`src/hdl/ehw_pkg.sv`:
```
// Package of the IPv6 extension header walker: sizes, codes and the result record.
package ehw_pkg;

    // Walk limits
    localparam int MAX_HOPS    = 8;
    localparam int OFFSET_BITS = 16;
    localparam int POS_W       = OFFSET_BITS + 1;
    localparam int HOP_W       = $clog2(MAX_HOPS + 1);
    localparam logic [POS_W-1:0] POS_LIMIT = POS_W'(1) << OFFSET_BITS;

    // Fixed header layout
    localparam logic [3:0]  IP_VERSION   = 4'd6;
    localparam int          BASE_LEN     = 40;
    localparam int          NH_FIELD_POS = 6;
    localparam int          ADDR_FIRST   = 8;
    localparam int          EXT_MIN_LEN  = 8;

    // Next header values
    localparam logic [7:0] NH_HOPOPT  = 8'd0;
    localparam logic [7:0] NH_TCP     = 8'd6;
    localparam logic [7:0] NH_UDP     = 8'd17;
    localparam logic [7:0] NH_ROUTING = 8'd43;
    localparam logic [7:0] NH_FRAG    = 8'd44;
    localparam logic [7:0] NH_AH      = 8'd51;
    localparam logic [7:0] NH_ICMP6   = 8'd58;
    localparam logic [7:0] NH_DSTOPT  = 8'd60;

    // Walk outcome codes
    localparam logic [1:0] WALK_BUSY = 2'd0;
    localparam logic [1:0] WALK_L4   = 2'd1;
    localparam logic [1:0] WALK_FRAG = 2'd2;
    localparam logic [1:0] WALK_BAD  = 2'd3;

    // Kind of header being parsed
    localparam logic [1:0] KIND_BASE = 2'd0;
    localparam logic [1:0] KIND_EXT  = 2'd1;
    localparam logic [1:0] KIND_FRAG = 2'd2;

    // Result status codes
    localparam logic [1:0] STAT_L4   = 2'd0;
    localparam logic [1:0] STAT_FRAG = 2'd1;
    localparam logic [1:0] STAT_BAD  = 2'd2;

    typedef struct packed {
        logic [1:0]  status;
        logic [7:0]  l4_proto;
        logic [15:0] l4_offset;
        logic [15:0] chain_len;
        logic [15:0] patch_offset;
        logic [15:0] frag_offset;
        logic        more_fragments;
        logic [31:0] frag_id;
        logic [63:0] src_addr_hi;
        logic [63:0] src_addr_lo;
        logic [63:0] dst_addr_hi;
        logic [63:0] dst_addr_lo;
    } t_result;

endpackage

```
`src/hdl/ehw_intf.sv`:
```
// Channel interfaces of the header walker: packet bytes in, one result per packet out.
interface ehw_byte_if;
    logic       valid;
    logic       ready;
    logic [7:0] data_byte;
    logic       last_byte;

    modport source (output valid, output data_byte, output last_byte, input ready);
    modport sink   (input valid, input data_byte, input last_byte, output ready);
endinterface

interface ehw_res_if;
    logic        valid;
    logic        ready;
    logic [1:0]  status;
    logic [7:0]  l4_proto;
    logic [15:0] l4_offset;
    logic [15:0] chain_len;
    logic [15:0] patch_offset;
    logic [15:0] frag_offset;
    logic        more_fragments;
    logic [31:0] frag_id;
    logic [63:0] src_addr_hi;
    logic [63:0] src_addr_lo;
    logic [63:0] dst_addr_hi;
    logic [63:0] dst_addr_lo;

    modport source (
        output valid, input ready,
        output status, output l4_proto, output l4_offset, output chain_len,
        output patch_offset, output frag_offset, output more_fragments, output frag_id,
        output src_addr_hi, output src_addr_lo, output dst_addr_hi, output dst_addr_lo
    );
    modport sink (
        input valid, output ready,
        input status, input l4_proto, input l4_offset, input chain_len,
        input patch_offset, input frag_offset, input more_fragments, input frag_id,
        input src_addr_hi, input src_addr_lo, input dst_addr_hi, input dst_addr_lo
    );
endinterface

```
`src/hdl/ehw_walk.sv`:
```
// Byte input register and per-byte header chain walk state of the header walker.
module ehw_walk (
    input  logic              i_clk,
    input  logic              i_rst_n,
    ehw_byte_if.sink          i_byte,
    input  logic              i_res_free,
    output logic              o_push,
    output ehw_pkg::t_result  o_res
);
    import ehw_pkg::*;

    // Input register
    logic             r_in_vld;
    logic [7:0]       r_in_data;
    logic             r_in_last;
    logic             adv;

    // Walk control state
    logic [POS_W-1:0]       r_pos,       n_pos;
    logic [7:0]             r_cur_nh,    n_cur_nh;
    logic [OFFSET_BITS-1:0] r_hdr_start, n_hdr_start;
    logic [POS_W-1:0]       r_hdr_end,   n_hdr_end;
    logic [OFFSET_BITS-1:0] r_prev_pos,  n_prev_pos;
    logic [HOP_W-1:0]       r_hops,      n_hops;
    logic [1:0]             r_outcome,   n_outcome;
    logic [1:0]             r_kind,      n_kind;

    // Captured payload
    logic [63:0]            r_addr [4];
    logic [63:0]            n_addr [4];
    logic [15:0]            r_frag_word, n_frag_word;
    logic [31:0]            r_ident,     n_ident;
    logic [7:0]             r_proto,     n_proto;
    logic [OFFSET_BITS-1:0] r_res_off,   n_res_off;

    // Per-byte helpers
    logic [7:0]             b;
    logic                   active;
    logic [POS_W-1:0]       pn;
    logic [OFFSET_BITS-1:0] rel;
    logic [11:0]            hlen;
    logic [1:0]             addr_sel;
    logic                   addr_hit;
    logic [7:0]             nh;
    logic                   len_bad;
    logic [1:0]             status;

    // Advance the input register when its byte needs no result slot or one is free
    assign adv          = r_in_vld && (!r_in_last || i_res_free);
    assign i_byte.ready = !r_in_vld || adv;
    assign o_push       = adv && r_in_last;

    always_ff @(posedge i_clk) begin
        if (!i_rst_n) begin
            r_in_vld <= 1'b0;
        end else if (i_byte.valid && i_byte.ready) begin
            r_in_vld <= 1'b1;
        end else if (adv) begin
            r_in_vld <= 1'b0;
        end
    end

    always_ff @(posedge i_clk) begin
        if (i_byte.valid && i_byte.ready) begin
            r_in_data <= i_byte.data_byte;
            r_in_last <= i_byte.last_byte;
        end
    end

    assign b        = r_in_data;
    assign active   = !r_pos[POS_W-1];
    assign pn       = r_pos + POS_W'(1);
    assign rel      = r_pos[OFFSET_BITS-1:0] - r_hdr_start;
    assign addr_sel = r_pos[4:3] - 2'd1;
    assign addr_hit = (r_pos >= POS_W'(ADDR_FIRST)) && (r_pos < POS_W'(BASE_LEN));
    assign hlen     = (r_cur_nh == NH_AH) ? {1'b0, 9'(b) + 9'd2, 2'b00}
                                          : {9'(b) + 9'd1, 3'b000};

    // Take one byte, then decide on the next header when the current one ends
    always_comb begin
        n_pos       = r_pos;
        n_cur_nh    = r_cur_nh;
        n_hdr_start = r_hdr_start;
        n_hdr_end   = r_hdr_end;
        n_prev_pos  = r_prev_pos;
        n_hops      = r_hops;
        n_outcome   = r_outcome;
        n_kind      = r_kind;
        n_addr      = r_addr;
        n_frag_word = r_frag_word;
        n_ident     = r_ident;
        n_proto     = r_proto;
        n_res_off   = r_res_off;
        nh          = r_cur_nh;

        if (active) begin
            n_pos = pn;

            // Version nibble of the first byte
            if (r_pos == '0 && b[7:4] != IP_VERSION && r_outcome == WALK_BUSY) begin
                n_outcome = WALK_BAD;
            end
            if (r_pos == POS_W'(NH_FIELD_POS)) begin
                n_cur_nh = b;
            end

            // Shift address bytes into their words
            for (int k = 0; k < 4; k++) begin
                if (addr_hit && addr_sel == 2'(k)) begin
                    n_addr[k] = {r_addr[k][55:0], b};
                end
            end

            // Fields of the extension or fragment header in progress
            if (r_outcome == WALK_BUSY && r_kind != KIND_BASE &&
                r_pos[OFFSET_BITS-1:0] >= r_hdr_start) begin
                if (r_kind == KIND_EXT) begin
                    if (rel == '0) begin
                        n_proto = b;
                    end else if (rel == OFFSET_BITS'(1)) begin
                        n_hdr_end = POS_W'(r_hdr_start) + POS_W'(hlen);
                    end
                end else begin
                    if (rel == '0) begin
                        n_proto = b;
                    end else if (rel == OFFSET_BITS'(2) || rel == OFFSET_BITS'(3)) begin
                        n_frag_word = {r_frag_word[7:0], b};
                    end else if (rel >= OFFSET_BITS'(4) && rel <= OFFSET_BITS'(7)) begin
                        n_ident = {r_ident[23:0], b};
                    end
                end
            end

            // Header boundary reached
            if (r_outcome == WALK_BUSY && pn == r_hdr_end) begin
                if (r_kind == KIND_FRAG) begin
                    n_outcome = WALK_FRAG;
                    n_res_off = OFFSET_BITS'(pn);
                end else begin
                    if (r_kind == KIND_EXT) begin
                        n_prev_pos = r_hdr_start;
                        n_cur_nh   = n_proto;
                        nh         = n_proto;
                    end else begin
                        nh = n_cur_nh;
                    end
                    if (r_hops >= HOP_W'(MAX_HOPS)) begin
                        n_outcome = WALK_BAD;
                    end else if (nh inside {NH_TCP, NH_UDP, NH_ICMP6}) begin
                        n_outcome = WALK_L4;
                        n_proto   = nh;
                        n_res_off = OFFSET_BITS'(pn);
                    end else if (nh == NH_FRAG) begin
                        n_kind      = KIND_FRAG;
                        n_hdr_start = OFFSET_BITS'(pn);
                        n_hdr_end   = pn + POS_W'(EXT_MIN_LEN);
                    end else if (nh inside {NH_HOPOPT, NH_ROUTING, NH_DSTOPT, NH_AH}) begin
                        n_kind      = KIND_EXT;
                        n_hops      = r_hops + HOP_W'(1);
                        n_hdr_start = OFFSET_BITS'(pn);
                        n_hdr_end   = pn + POS_W'(EXT_MIN_LEN);
                    end else begin
                        n_outcome = WALK_BAD;
                    end
                end
            end
        end
    end

    // Classify the packet on its last byte
    assign len_bad = (n_pos >= POS_LIMIT - POS_W'(1)) || (n_pos < POS_W'(BASE_LEN));

    always_comb begin
        if (len_bad) begin
            status = STAT_BAD;
        end else begin
            case (n_outcome)
                WALK_L4:   status = STAT_L4;
                WALK_FRAG: status = STAT_FRAG;
                default:   status = STAT_BAD;
            endcase
        end
    end

    // Assemble the result, zero where the status does not use a field
    always_comb begin
        o_res        = '0;
        o_res.status = status;
        if (status != STAT_BAD) begin
            o_res.l4_proto    = n_proto;
            o_res.l4_offset   = 16'(n_res_off);
            o_res.src_addr_hi = n_addr[0];
            o_res.src_addr_lo = n_addr[1];
            o_res.dst_addr_hi = n_addr[2];
            o_res.dst_addr_lo = n_addr[3];
        end
        if (status == STAT_FRAG) begin
            o_res.chain_len      = 16'(n_hdr_start);
            o_res.patch_offset   = 16'(n_prev_pos);
            o_res.frag_offset    = {n_frag_word[15:3], 3'b000};
            o_res.more_fragments = n_frag_word[0];
            o_res.frag_id        = n_ident;
        end
    end

    // Control state: advance per byte, restart after the last byte
    always_ff @(posedge i_clk) begin
        if (!i_rst_n) begin
            r_pos       <= '0;
            r_cur_nh    <= '0;
            r_hdr_start <= OFFSET_BITS'(BASE_LEN);
            r_hdr_end   <= POS_W'(BASE_LEN);
            r_prev_pos  <= OFFSET_BITS'(NH_FIELD_POS);
            r_hops      <= '0;
            r_outcome   <= WALK_BUSY;
            r_kind      <= KIND_BASE;
        end else if (adv) begin
            if (r_in_last) begin
                r_pos       <= '0;
                r_cur_nh    <= '0;
                r_hdr_start <= OFFSET_BITS'(BASE_LEN);
                r_hdr_end   <= POS_W'(BASE_LEN);
                r_prev_pos  <= OFFSET_BITS'(NH_FIELD_POS);
                r_hops      <= '0;
                r_outcome   <= WALK_BUSY;
                r_kind      <= KIND_BASE;
            end else begin
                r_pos       <= n_pos;
                r_cur_nh    <= n_cur_nh;
                r_hdr_start <= n_hdr_start;
                r_hdr_end   <= n_hdr_end;
                r_prev_pos  <= n_prev_pos;
                r_hops      <= n_hops;
                r_outcome   <= n_outcome;
                r_kind      <= n_kind;
            end
        end
    end

    // Payload captures are fully rewritten before any result uses them
    always_ff @(posedge i_clk) begin
        if (adv) begin
            r_addr      <= n_addr;
            r_frag_word <= n_frag_word;
            r_ident     <= n_ident;
            r_proto     <= n_proto;
            r_res_off   <= n_res_off;
        end
    end

endmodule

```
`src/hdl/ehw_result.sv`:
```
// Result register of the header walker, driving the result channel.
module ehw_result (
    input  logic              i_clk,
    input  logic              i_rst_n,
    input  logic              i_push,
    input  ehw_pkg::t_result  i_res,
    output logic              o_free,
    ehw_res_if.source         o_res
);
    import ehw_pkg::*;

    logic    r_vld;
    t_result r_res;

    // Slot frees when empty or when the held result transfers this cycle
    assign o_free = !r_vld || o_res.ready;

    always_ff @(posedge i_clk) begin
        if (!i_rst_n) begin
            r_vld <= 1'b0;
        end else if (i_push) begin
            r_vld <= 1'b1;
        end else if (o_res.ready) begin
            r_vld <= 1'b0;
        end
    end

    always_ff @(posedge i_clk) begin
        if (i_push) begin
            r_res <= i_res;
        end
    end

    // Drive the channel from the held result
    assign o_res.valid          = r_vld;
    assign o_res.status         = r_res.status;
    assign o_res.l4_proto       = r_res.l4_proto;
    assign o_res.l4_offset      = r_res.l4_offset;
    assign o_res.chain_len      = r_res.chain_len;
    assign o_res.patch_offset   = r_res.patch_offset;
    assign o_res.frag_offset    = r_res.frag_offset;
    assign o_res.more_fragments = r_res.more_fragments;
    assign o_res.frag_id        = r_res.frag_id;
    assign o_res.src_addr_hi    = r_res.src_addr_hi;
    assign o_res.src_addr_lo    = r_res.src_addr_lo;
    assign o_res.dst_addr_hi    = r_res.dst_addr_hi;
    assign o_res.dst_addr_lo    = r_res.dst_addr_lo;

endmodule

```
`src/hdl/ipv6_extension_header_walker_core.sv`:
```
// Top level of the IPv6 extension header walker.
//
// i_byte carries one packet byte per transfer in wire order, last_byte set on
// the final byte. o_res carries one result per packet: status 0 when TCP, UDP
// or ICMPv6 is reached, 1 when a fragment header is found, 2 when the packet
// is malformed, short, truncated, of unknown chain, of eight or more extension
// headers or 65535 bytes or longer. Addresses come with status 0 and 1.
// Throughput: one byte per cycle across packet boundaries while the result
// slot is free; a byte goes through an input register and the walk logic.
// The last byte goes through the input register into the result register.
// A stalled result holds in the output register; bytes keep flowing until a
// second last byte reaches the walk stage, which then waits for the slot.
// Reset (i_rst_n low at a clock edge) drops any held byte and result and
// restarts the walk at the first byte of a packet; after each last byte the
// walk restarts by itself.
module ipv6_extension_header_walker_core (
    input  logic       i_clk,
    input  logic       i_rst_n,
    ehw_byte_if.sink   i_byte,
    ehw_res_if.source  o_res
);
    import ehw_pkg::*;

    logic    push;
    logic    res_free;
    t_result res;

    ehw_walk u_walk (
        .i_clk      (i_clk),
        .i_rst_n    (i_rst_n),
        .i_byte     (i_byte),
        .i_res_free (res_free),
        .o_push     (push),
        .o_res      (res)
    );

    ehw_result u_result (
        .i_clk   (i_clk),
        .i_rst_n (i_rst_n),
        .i_push  (push),
        .i_res   (res),
        .o_free  (res_free),
        .o_res   (o_res)
    );

endmodule

```
`src/flat_wrapper.sv`:
```
// flat-port wrapper written by rule: the top's interface ports become plain ports
module ipv6_extension_header_walker_core_flat import ehw_pkg::*;
  (i_clk, i_rst_n, i_byte_valid, i_byte_data_byte, i_byte_last_byte, i_byte_ready, o_res_valid, o_res_ready, o_res_status, o_res_l4_proto, o_res_l4_offset, o_res_chain_len, o_res_patch_offset, o_res_frag_offset, o_res_more_fragments, o_res_frag_id, o_res_src_addr_hi, o_res_src_addr_lo, o_res_dst_addr_hi, o_res_dst_addr_lo);
  ehw_byte_if i_byte_i ();
  ehw_res_if o_res_i ();
  input  logic i_clk;
  input  logic i_rst_n;
  input wire logic [$bits(i_byte_i.valid)-1:0] i_byte_valid;
  input wire logic [$bits(i_byte_i.data_byte)-1:0] i_byte_data_byte;
  input wire logic [$bits(i_byte_i.last_byte)-1:0] i_byte_last_byte;
  output wire logic [$bits(i_byte_i.ready)-1:0] i_byte_ready;
  output wire logic [$bits(o_res_i.valid)-1:0] o_res_valid;
  input wire logic [$bits(o_res_i.ready)-1:0] o_res_ready;
  output wire logic [$bits(o_res_i.status)-1:0] o_res_status;
  output wire logic [$bits(o_res_i.l4_proto)-1:0] o_res_l4_proto;
  output wire logic [$bits(o_res_i.l4_offset)-1:0] o_res_l4_offset;
  output wire logic [$bits(o_res_i.chain_len)-1:0] o_res_chain_len;
  output wire logic [$bits(o_res_i.patch_offset)-1:0] o_res_patch_offset;
  output wire logic [$bits(o_res_i.frag_offset)-1:0] o_res_frag_offset;
  output wire logic [$bits(o_res_i.more_fragments)-1:0] o_res_more_fragments;
  output wire logic [$bits(o_res_i.frag_id)-1:0] o_res_frag_id;
  output wire logic [$bits(o_res_i.src_addr_hi)-1:0] o_res_src_addr_hi;
  output wire logic [$bits(o_res_i.src_addr_lo)-1:0] o_res_src_addr_lo;
  output wire logic [$bits(o_res_i.dst_addr_hi)-1:0] o_res_dst_addr_hi;
  output wire logic [$bits(o_res_i.dst_addr_lo)-1:0] o_res_dst_addr_lo;
  assign i_byte_i.valid = i_byte_valid;
  assign i_byte_i.data_byte = i_byte_data_byte;
  assign i_byte_i.last_byte = i_byte_last_byte;
  assign i_byte_ready = i_byte_i.ready;
  assign o_res_valid = o_res_i.valid;
  assign o_res_i.ready = o_res_ready;
  assign o_res_status = o_res_i.status;
  assign o_res_l4_proto = o_res_i.l4_proto;
  assign o_res_l4_offset = o_res_i.l4_offset;
  assign o_res_chain_len = o_res_i.chain_len;
  assign o_res_patch_offset = o_res_i.patch_offset;
  assign o_res_frag_offset = o_res_i.frag_offset;
  assign o_res_more_fragments = o_res_i.more_fragments;
  assign o_res_frag_id = o_res_i.frag_id;
  assign o_res_src_addr_hi = o_res_i.src_addr_hi;
  assign o_res_src_addr_lo = o_res_i.src_addr_lo;
  assign o_res_dst_addr_hi = o_res_i.dst_addr_hi;
  assign o_res_dst_addr_lo = o_res_i.dst_addr_lo;
  ipv6_extension_header_walker_core u_core (.i_clk(i_clk), .i_rst_n(i_rst_n), .i_byte(i_byte_i), .o_res(o_res_i));
endmodule
```
`config.mk`:
```
export PLATFORM = sky130hd
export DESIGN_NAME = ipv6_extension_header_walker_core_flat
export DESIGN_NICKNAME = d
export VERILOG_FILES = /design/src/hdl/ehw_pkg.sv /design/src/hdl/ehw_intf.sv /design/src/hdl/ehw_walk.sv /design/src/hdl/ehw_result.sv /design/src/hdl/ipv6_extension_header_walker_core.sv /design/src/flat_wrapper.sv
export SDC_FILE = /design/constraint.sdc
export NUM_CORES = 1
export LEC_CHECK = 0
export ABC_AREA = 1
export BUFFER_PORTS_ARGS = -buffer_cell sky130_fd_sc_hd__buf_2
export CORE_MARGIN = 2
export CORE_UTILIZATION = 59
export CTS_CLUSTER_SIZE = 25
export DETAILED_ROUTE_END_ITERATION = 7
export PLACE_DENSITY = 0.84
export SETUP_SLACK_MARGIN = 0.5
export SLEW_MARGIN = 10
export SYNTH_ARGS = -nofsm -noshare
export SYNTH_HDL_FRONTEND = slang
export SYNTH_SLANG_ARGS = --single-unit
```
`constraint.sdc`:
```
create_clock -name i_clk -period 16.8 [get_ports i_clk]
set_input_delay 2.52 -clock i_clk [delete_from_list [all_inputs] [get_ports i_clk]]
set_output_delay 2.52 -clock i_clk [all_outputs]
set_load 0.05 [all_outputs]
```
==> metrics, run 1 <==
Crit Path Class reg -> reg; Die Footprint between 60,000 and 70,000 sq um; Netlist Area Pre-Place 35,500 sq um; boundary pin count between 300 and 400; fill count between 4,000 and 5,000; final hold violations 0; Worst Hold Margin approximately 0.47 ns; DRT Pass-1 Iters 6; RSZ-0062 raised after global routing no; Setup Buffers After CTS 0; GR Overflow Total 0; placed instance area between 30,000 and 40,000 sq um; post-cts repair resize count 0; Inserted Clock Buffers between 70 and 80; largest net degree at the start of global routing about 180; Final min period around 7 ns; # clock sinks 781; crit share post-route 0.427; HPWL after DPL just over 60 mm; worst path bufs/invs 5; DR DRC count 0; wire per inst 19.4 um; Top FF cell, synth edfxtp_1; Iteration-0 DRC Markers 2,929; crit start category register; critical path launch point u_core.u_walk.r_pos[0]; Crit path top cell by count nand2_1; Setup TNS 0 ns; H-Tree Level Count 3; CP max-delay cell buf_4; die height ~250 um; Distinct cells, synth 54; first-pass GRT wire length about 140 mm; r2r endpoint u_core.u_result.o_res.src_addr_hi[43]; Hold Path End u_core.u_walk.r_cur_nh[5]; clock insertion delay at the later pin of the skew report between 0.6 and 0.7 ns; Worst-path clk slew 0.06 ns; Max Freq 139 MHz; Hold Path Class reg -> reg; IO buf count between 300 and 400; largest vdd supply drop around 0.08 mV; Logic pwr share 0.051; register area share after synthesis 0.638; final wirelength 92.8 mm; Finished Layout Cells between 4,000 and 5,000; final non-filler cell area 40,400 sq um; synth top area cells edfxtp_1, nand2_1, dfxtp_1, a21oi_1, inv_1; R2R Setup Slk 9.63 ns; Syn. warnings 0; CTS Hold Buffers Added 0; antenna cell count 0; leakage power about 18 nW; worst hold path depth 2; initial antenna violation count 1; chip width 249 um; list of most frequent post-synthesis cells nand2_1, edfxtp_1, inv_1; sw frac 0.228; min-delay src u_core.u_walk.r_cur_nh[5]; post-layout util 0.683; Worst Path Arrival between 7 and 8 ns; Worst Skew 0.0216 ns; CP max stage delay 0.93 ns; Area Overhead vs Synth 14.0%; CTS tree built; core area 59,200 sq um; placed cells between 4,000 and 5,000; Root Buffer clkbuf_16; Sequential Power Share 0.519; CP max FO 97; row cnt 89; antenna viol nets, final 0; Crit path max-delay family simple AND/OR/NAND/NOR gates; via count approximately 27,000; via/cell ratio 5.56; total global-route track usage 0.294; clock share of power 0.430; Post-Synthesis Cells around 3,600; asr flop ratio synth 0; launching point of the worst reg2reg path u_core.u_walk.r_pos[0]; Sw Pwr about 950 uW; Clock Path Buffers 3; crit path capture type register; Post-synth EDFFs 697; max cap viols 0; Starting Density 0.599; nets between 4,000 and 5,000; worst r2r path cells 29; worst-margin pin slew 1.19 ns; most common cell in the synthesized netlist nand2_1; final setup fails 0; Int Power between 3 and 4 mW; Critical Path RT about 17 ns; Slew Viols, Final 0; share of the synthesized area in the top cell type 0.590; Max-slew headroom 0.204; cell taking the most area after synthesis edfxtp_1; Power Density 103 nW/um^2; Mean Syn Cell Area around 10 sq um; RePlAce Congestion about 0.96; FF+latch count, synth 781; vias in the first global route 25,438; run status completed; layout cells sized above 1 0.144
cells by family (layout without fill, tap and decap cells):
kind of cell	after synthesis	after routing	share of synthesized area
DFF	781	781	0.638
other	1	3	0.000106
and+or+nand+nor	1650	1650	0.191
adders and majority gates	39	39	0.0142
buffers and inverters	559	942	0.0634
xor gates and xnor gates	42	42	0.0109
muxes	3	3	0.000847
AOI/OAI and AO/OA	561	561	0.0822
placed cells by master, fill, tap and decap left out, drive strengths merged:
master	netlist	layout
nor4	11	11
o211a	1	1
dfxtp	84	84
bufinv	0	9
o21bai	4	4
inv	403	409
o21ai	194	194
a21boi	1	1
a221oi	1	1
or3	1	1
nand2	1171	1171
ha	37	37
nor2	269	269
clkinv	3	28
buf	61	396
clkinvlp	0	1
mux2i	3	3
fa	2	2
a41oi	1	1
xnor2	10	10
clkbuf	92	99
edfxtp	697	697
nand3	104	104
and3	15	15
nor3b	3	3
conb	1	3
or2	10	10
nand4	33	33
a31oi	3	3
a21oi	330	330
nand3b	5	5
and2	4	4
o22ai	15	15
o211ai	11	11
nor3	24	24
xor2	32	32
power by group through the flow:
stage                     Combinational, mW  Clock (mW)  Sequential (mW)
after global routing                  0.225        1.88             2.16
after CTS                             0.211        1.81             2.16
after detailed placement              0.211           0             2.20
final                                 0.211        1.79             2.16
after floorplan                      0.0832           0             2.29
after global placement                0.209           0             2.20
tightest hold or removal path, delay by kind of cell (launching register included):
kind / cells / cell delay, ns
flops: 1 / 0.31
simple gates: 1 / 0.06
compound gates: 1 / 0.05
metrics by stage:
step                      setup WS, ns  total power, mW
final                             9.63             4.16
after global routing              9.05             4.27
after CTS                         9.70             4.18
after detailed placement          9.73             2.41
after global placement            9.90             2.41
after floorplan                   4.06             2.37
worst max path at each step:
stage	to	slack, ns	depth (start not counted)
floorplan	u_core.u_walk.r_addr[0]	4.06	5
global placement	u_core.u_result.o_res.src_addr_hi[59]	9.90	33
detailed placement	u_core.u_result.o_res.src_addr_lo[16]	9.73	33
CTS	u_core.u_result.o_res.src_addr_lo[16]	9.70	29
global route	u_core.u_result.o_res.src_addr_hi[3]	9.05	33
finish	u_core.u_result.o_res.src_addr_hi[43]	9.63	29
sequential cells by signal, summed over array words and instances (netlist names), 17 cells and up:
signal                             count
u_core.u_result.o_res.src_addr_hi     64
u_core.u_walk.r_addr                 256
u_core.u_result.o_res.frag_id         32
u_core.u_result.o_res.dst_addr_lo     64
u_core.u_walk.r_ident                 32
u_core.u_walk.r_pos                   17
u_core.u_result.o_res.src_addr_lo     64
u_core.u_result.o_res.dst_addr_hi     64
u_core.u_walk.r_hdr_end               17
cell type report:
| class | count | area [sq um] | share of cell area |
|---|---|---|---|
| timing repair buffer | 396 | 2060 | 0.0510 |
| sequential | 781 | 22600 | 0.559 |
| multi-input combinational | 2298 | 10700 | 0.263 |
| clock buffer | 99 | 2110 | 0.0522 |
| inverter | 406 | 1540 | 0.0382 |
| clock inverter | 41 | 493 | 0.0122 |
| tap | 773 | 967 | 0.0239 |
metal layers:
metal	routed length, um	up-vias	share of wire	global-route usage
met5	13	-	0.00014	0
met3	7200	215	0.078	0.0529
met4	3770	2	0.041	0.123
met2	45000	1219	0.48	0.485
met1	36900	12475	0.40	0.386
li1	-	12762	-	-
Note: power is estimated with default switching activity, not from simulation.
==> inputs of run 2 (changes only) <==
--- a/config.mk
+++ b/config.mk
@@ -8,10 +8,10 @@
 export ABC_AREA = 1
 export BUFFER_PORTS_ARGS = -buffer_cell sky130_fd_sc_hd__buf_2
 export CORE_MARGIN = 2
-export CORE_UTILIZATION = 59
+export CORE_UTILIZATION = 53
 export CTS_CLUSTER_SIZE = 25
 export DETAILED_ROUTE_END_ITERATION = 7
-export PLACE_DENSITY = 0.84
+export PLACE_DENSITY = 0.8
 export SETUP_SLACK_MARGIN = 0.5
 export SLEW_MARGIN = 10
 export SYNTH_ARGS = -nofsm -noshare
==> constraint.sdc (replaced) <==
create_clock -name i_clk -period 6 [get_ports i_clk]
set_input_delay 0.9 -clock i_clk [delete_from_list [all_inputs] [get_ports i_clk]]
set_output_delay 0.9 -clock i_clk [all_outputs]
set_load 0.05 [all_outputs]
==> run 2 against run 1 <==
Net effect: design area increased by 1.7%; critical path type unchanged; non-clock buffer count up 39; register-to-register slack worse by 8.8 ns; wire length is 3.2% higher; maximum frequency up 38%; power increased to 2.8 times the previous value; first-iteration DRC count is 11% higher.
==> metrics, run 2 (synthesis results as in run 1) <==
via/cell ratio 5.47; row cnt 94; Iteration-0 DRC Markers approximately 3,300; Inserted Clock Buffers 82; Worst-path clk slew ~0.060 ns; Largest register FFs 256; worst r2r path cells 31; largest vdd supply drop approximately 0.19 mV; wire per inst about 19 um; placed cells between 4,000 and 5,000; fill count roughly 5,200; M2 GR Usage 0.449; worst hold path depth 1; die height ~260 um; run status completed; final hold violations 0; RSZ-0062 raised after global routing no; Worst Hold Margin 0.461 ns; IO buf count 374; GR Overflow Total 0; boundary pin count between 300 and 400; DRT Pass-1 Iters 6; critical path depth 31; most frequent cells in the layout nand2_1, edfxtp_1, inv_1; RePlAce Congestion a little over 0.9; leakage power approximately 18 nW; first-pass GRT wire length approximately 140 mm; GR peak layer met2; min-delay src i_byte_data_byte[6]; max cap viols 0; launching point of the worst reg2reg path u_core.u_walk.r_pos[0]; worst path bufs/invs 6; Max Freq between 150 and 200 MHz; CP max-delay cell fa_1; crit share post-route 0.863; HPWL after DPL roughly 63 mm; CTS tree built; vias in the first global route around 25,000; R2R Setup Slk 0.82 ns; final non-filler cell area between 40,000 and 50,000 sq um; Worst Skew just under 0.05 ns; clock insertion delay at the later pin of the skew report approximately 0.63 ns; Root Buffer clkbuf_16; Slew Viols, Final 0; total global-route track usage 0.267; Worst Path Arrival roughly 5.5 ns; via count between 20,000 and 30,000; worst-margin pin slew ~1.1 ns; placed instance area about 38,000 sq um; Power Density 287 nW/um^2; most common cell after layout, fill and taps aside nand2_1; Area Overhead vs Synth 16.0%; Hold Path Class in -> reg; Max-slew headroom 0.285; layout cells sized above 1 0.157; Crit Path Class reg -> reg; crit start category register; Die Footprint approximately 70,000 sq um; chip width 263 um; CP max FO 25; met1 usage 0.349; # clock sinks 781; Starting Density 0.538; GR Util met3 0.0377; Final min period between 5 and 6 ns; Clock Path Buffers 3; Critical Path RT about 6.4 ns; DR DRC count 0; critical path launch point u_core.u_walk.r_pos[0]; largest net degree at the start of global routing 156; CP max stage delay around 0.45 ns; Finished Layout Cells 4,930; final setup fails 0; core area between 60,000 and 70,000 sq um; antenna viol nets, final 0; Crit path top cell by count nand2_1; antenna cell count 0; final wirelength around 96 mm; H-Tree Level Count 3; Crit path max-delay family simple AND/OR/NAND/NOR gates; Reg with most FFs u_core.u_walk.r_addr; CTS Hold Buffers Added 0; nets between 4,000 and 5,000; initial antenna violation count 0; crit path capture type register
[run 2: final timing paths]
kind                                                 to
hold / removal                       u_core.u_walk.b[6]
setup reg to reg  u_core.u_result.o_res.src_addr_hi[62]
hold reg to reg             u_core.u_walk.r_prev_pos[7]
setup / recovery  u_core.u_result.o_res.src_addr_hi[62]
[run 2: what timing repair did]
item / 4_1_cts / 5_1_grt
setup buffers: 1 / 8
endpoints found under the setup margin: 79 / 374
resized for setup: 3 / 24
gates cloned: 1 / 4
pin swaps: 1 / 4
[run 2: power by group]
| group | leakage, nW | internal, mW | switching (mW) | total (mW) |
|---|---|---|---|---|
| Sequential | 6.49 | 5.99 | 0.0540 | 6.05 |
| Clock | 1.32 | 3.05 | 2.09 | 5.14 |
| Combinational | 10.4 | 0.111 | 0.506 | 0.617 |
| Total | 18.2 | 9.16 | 2.65 | 11.8 |
[run 2: cell type report]
class,instances,area [sq um],area share
Clock buffer,103,2180,0.0531
Clock inverter,42,527,0.0128
Inverter,406,1550,0.0376
Multi-Input combinational cell,2299,10700,0.261
Sequential cell,781,22600,0.550
Tap cell,864,1080,0.0263
Timing Repair Buffer,435,2470,0.0600
[run 2: metal layers]
metal,up-vias,wire length (um)
met4,0,4040
met2,1227,46600
met3,225,6720
met5,-,0
li1,12835,-
met1,12658,38400
[run 2: stage by stage]
stage          TNS (ns)  total power [mW]   util  setup WS, ns
5_1_grt               0              12.1  0.624         0.486
3_5_place_dp          0              6.77  0.579         0.454
2_1_floorplan   -396.84              6.59      -         -1.10
4_1_cts               0              11.9  0.621         0.502
6_report              0              11.8  0.624         0.820
3_3_place_gp          0              6.76  0.579         0.557
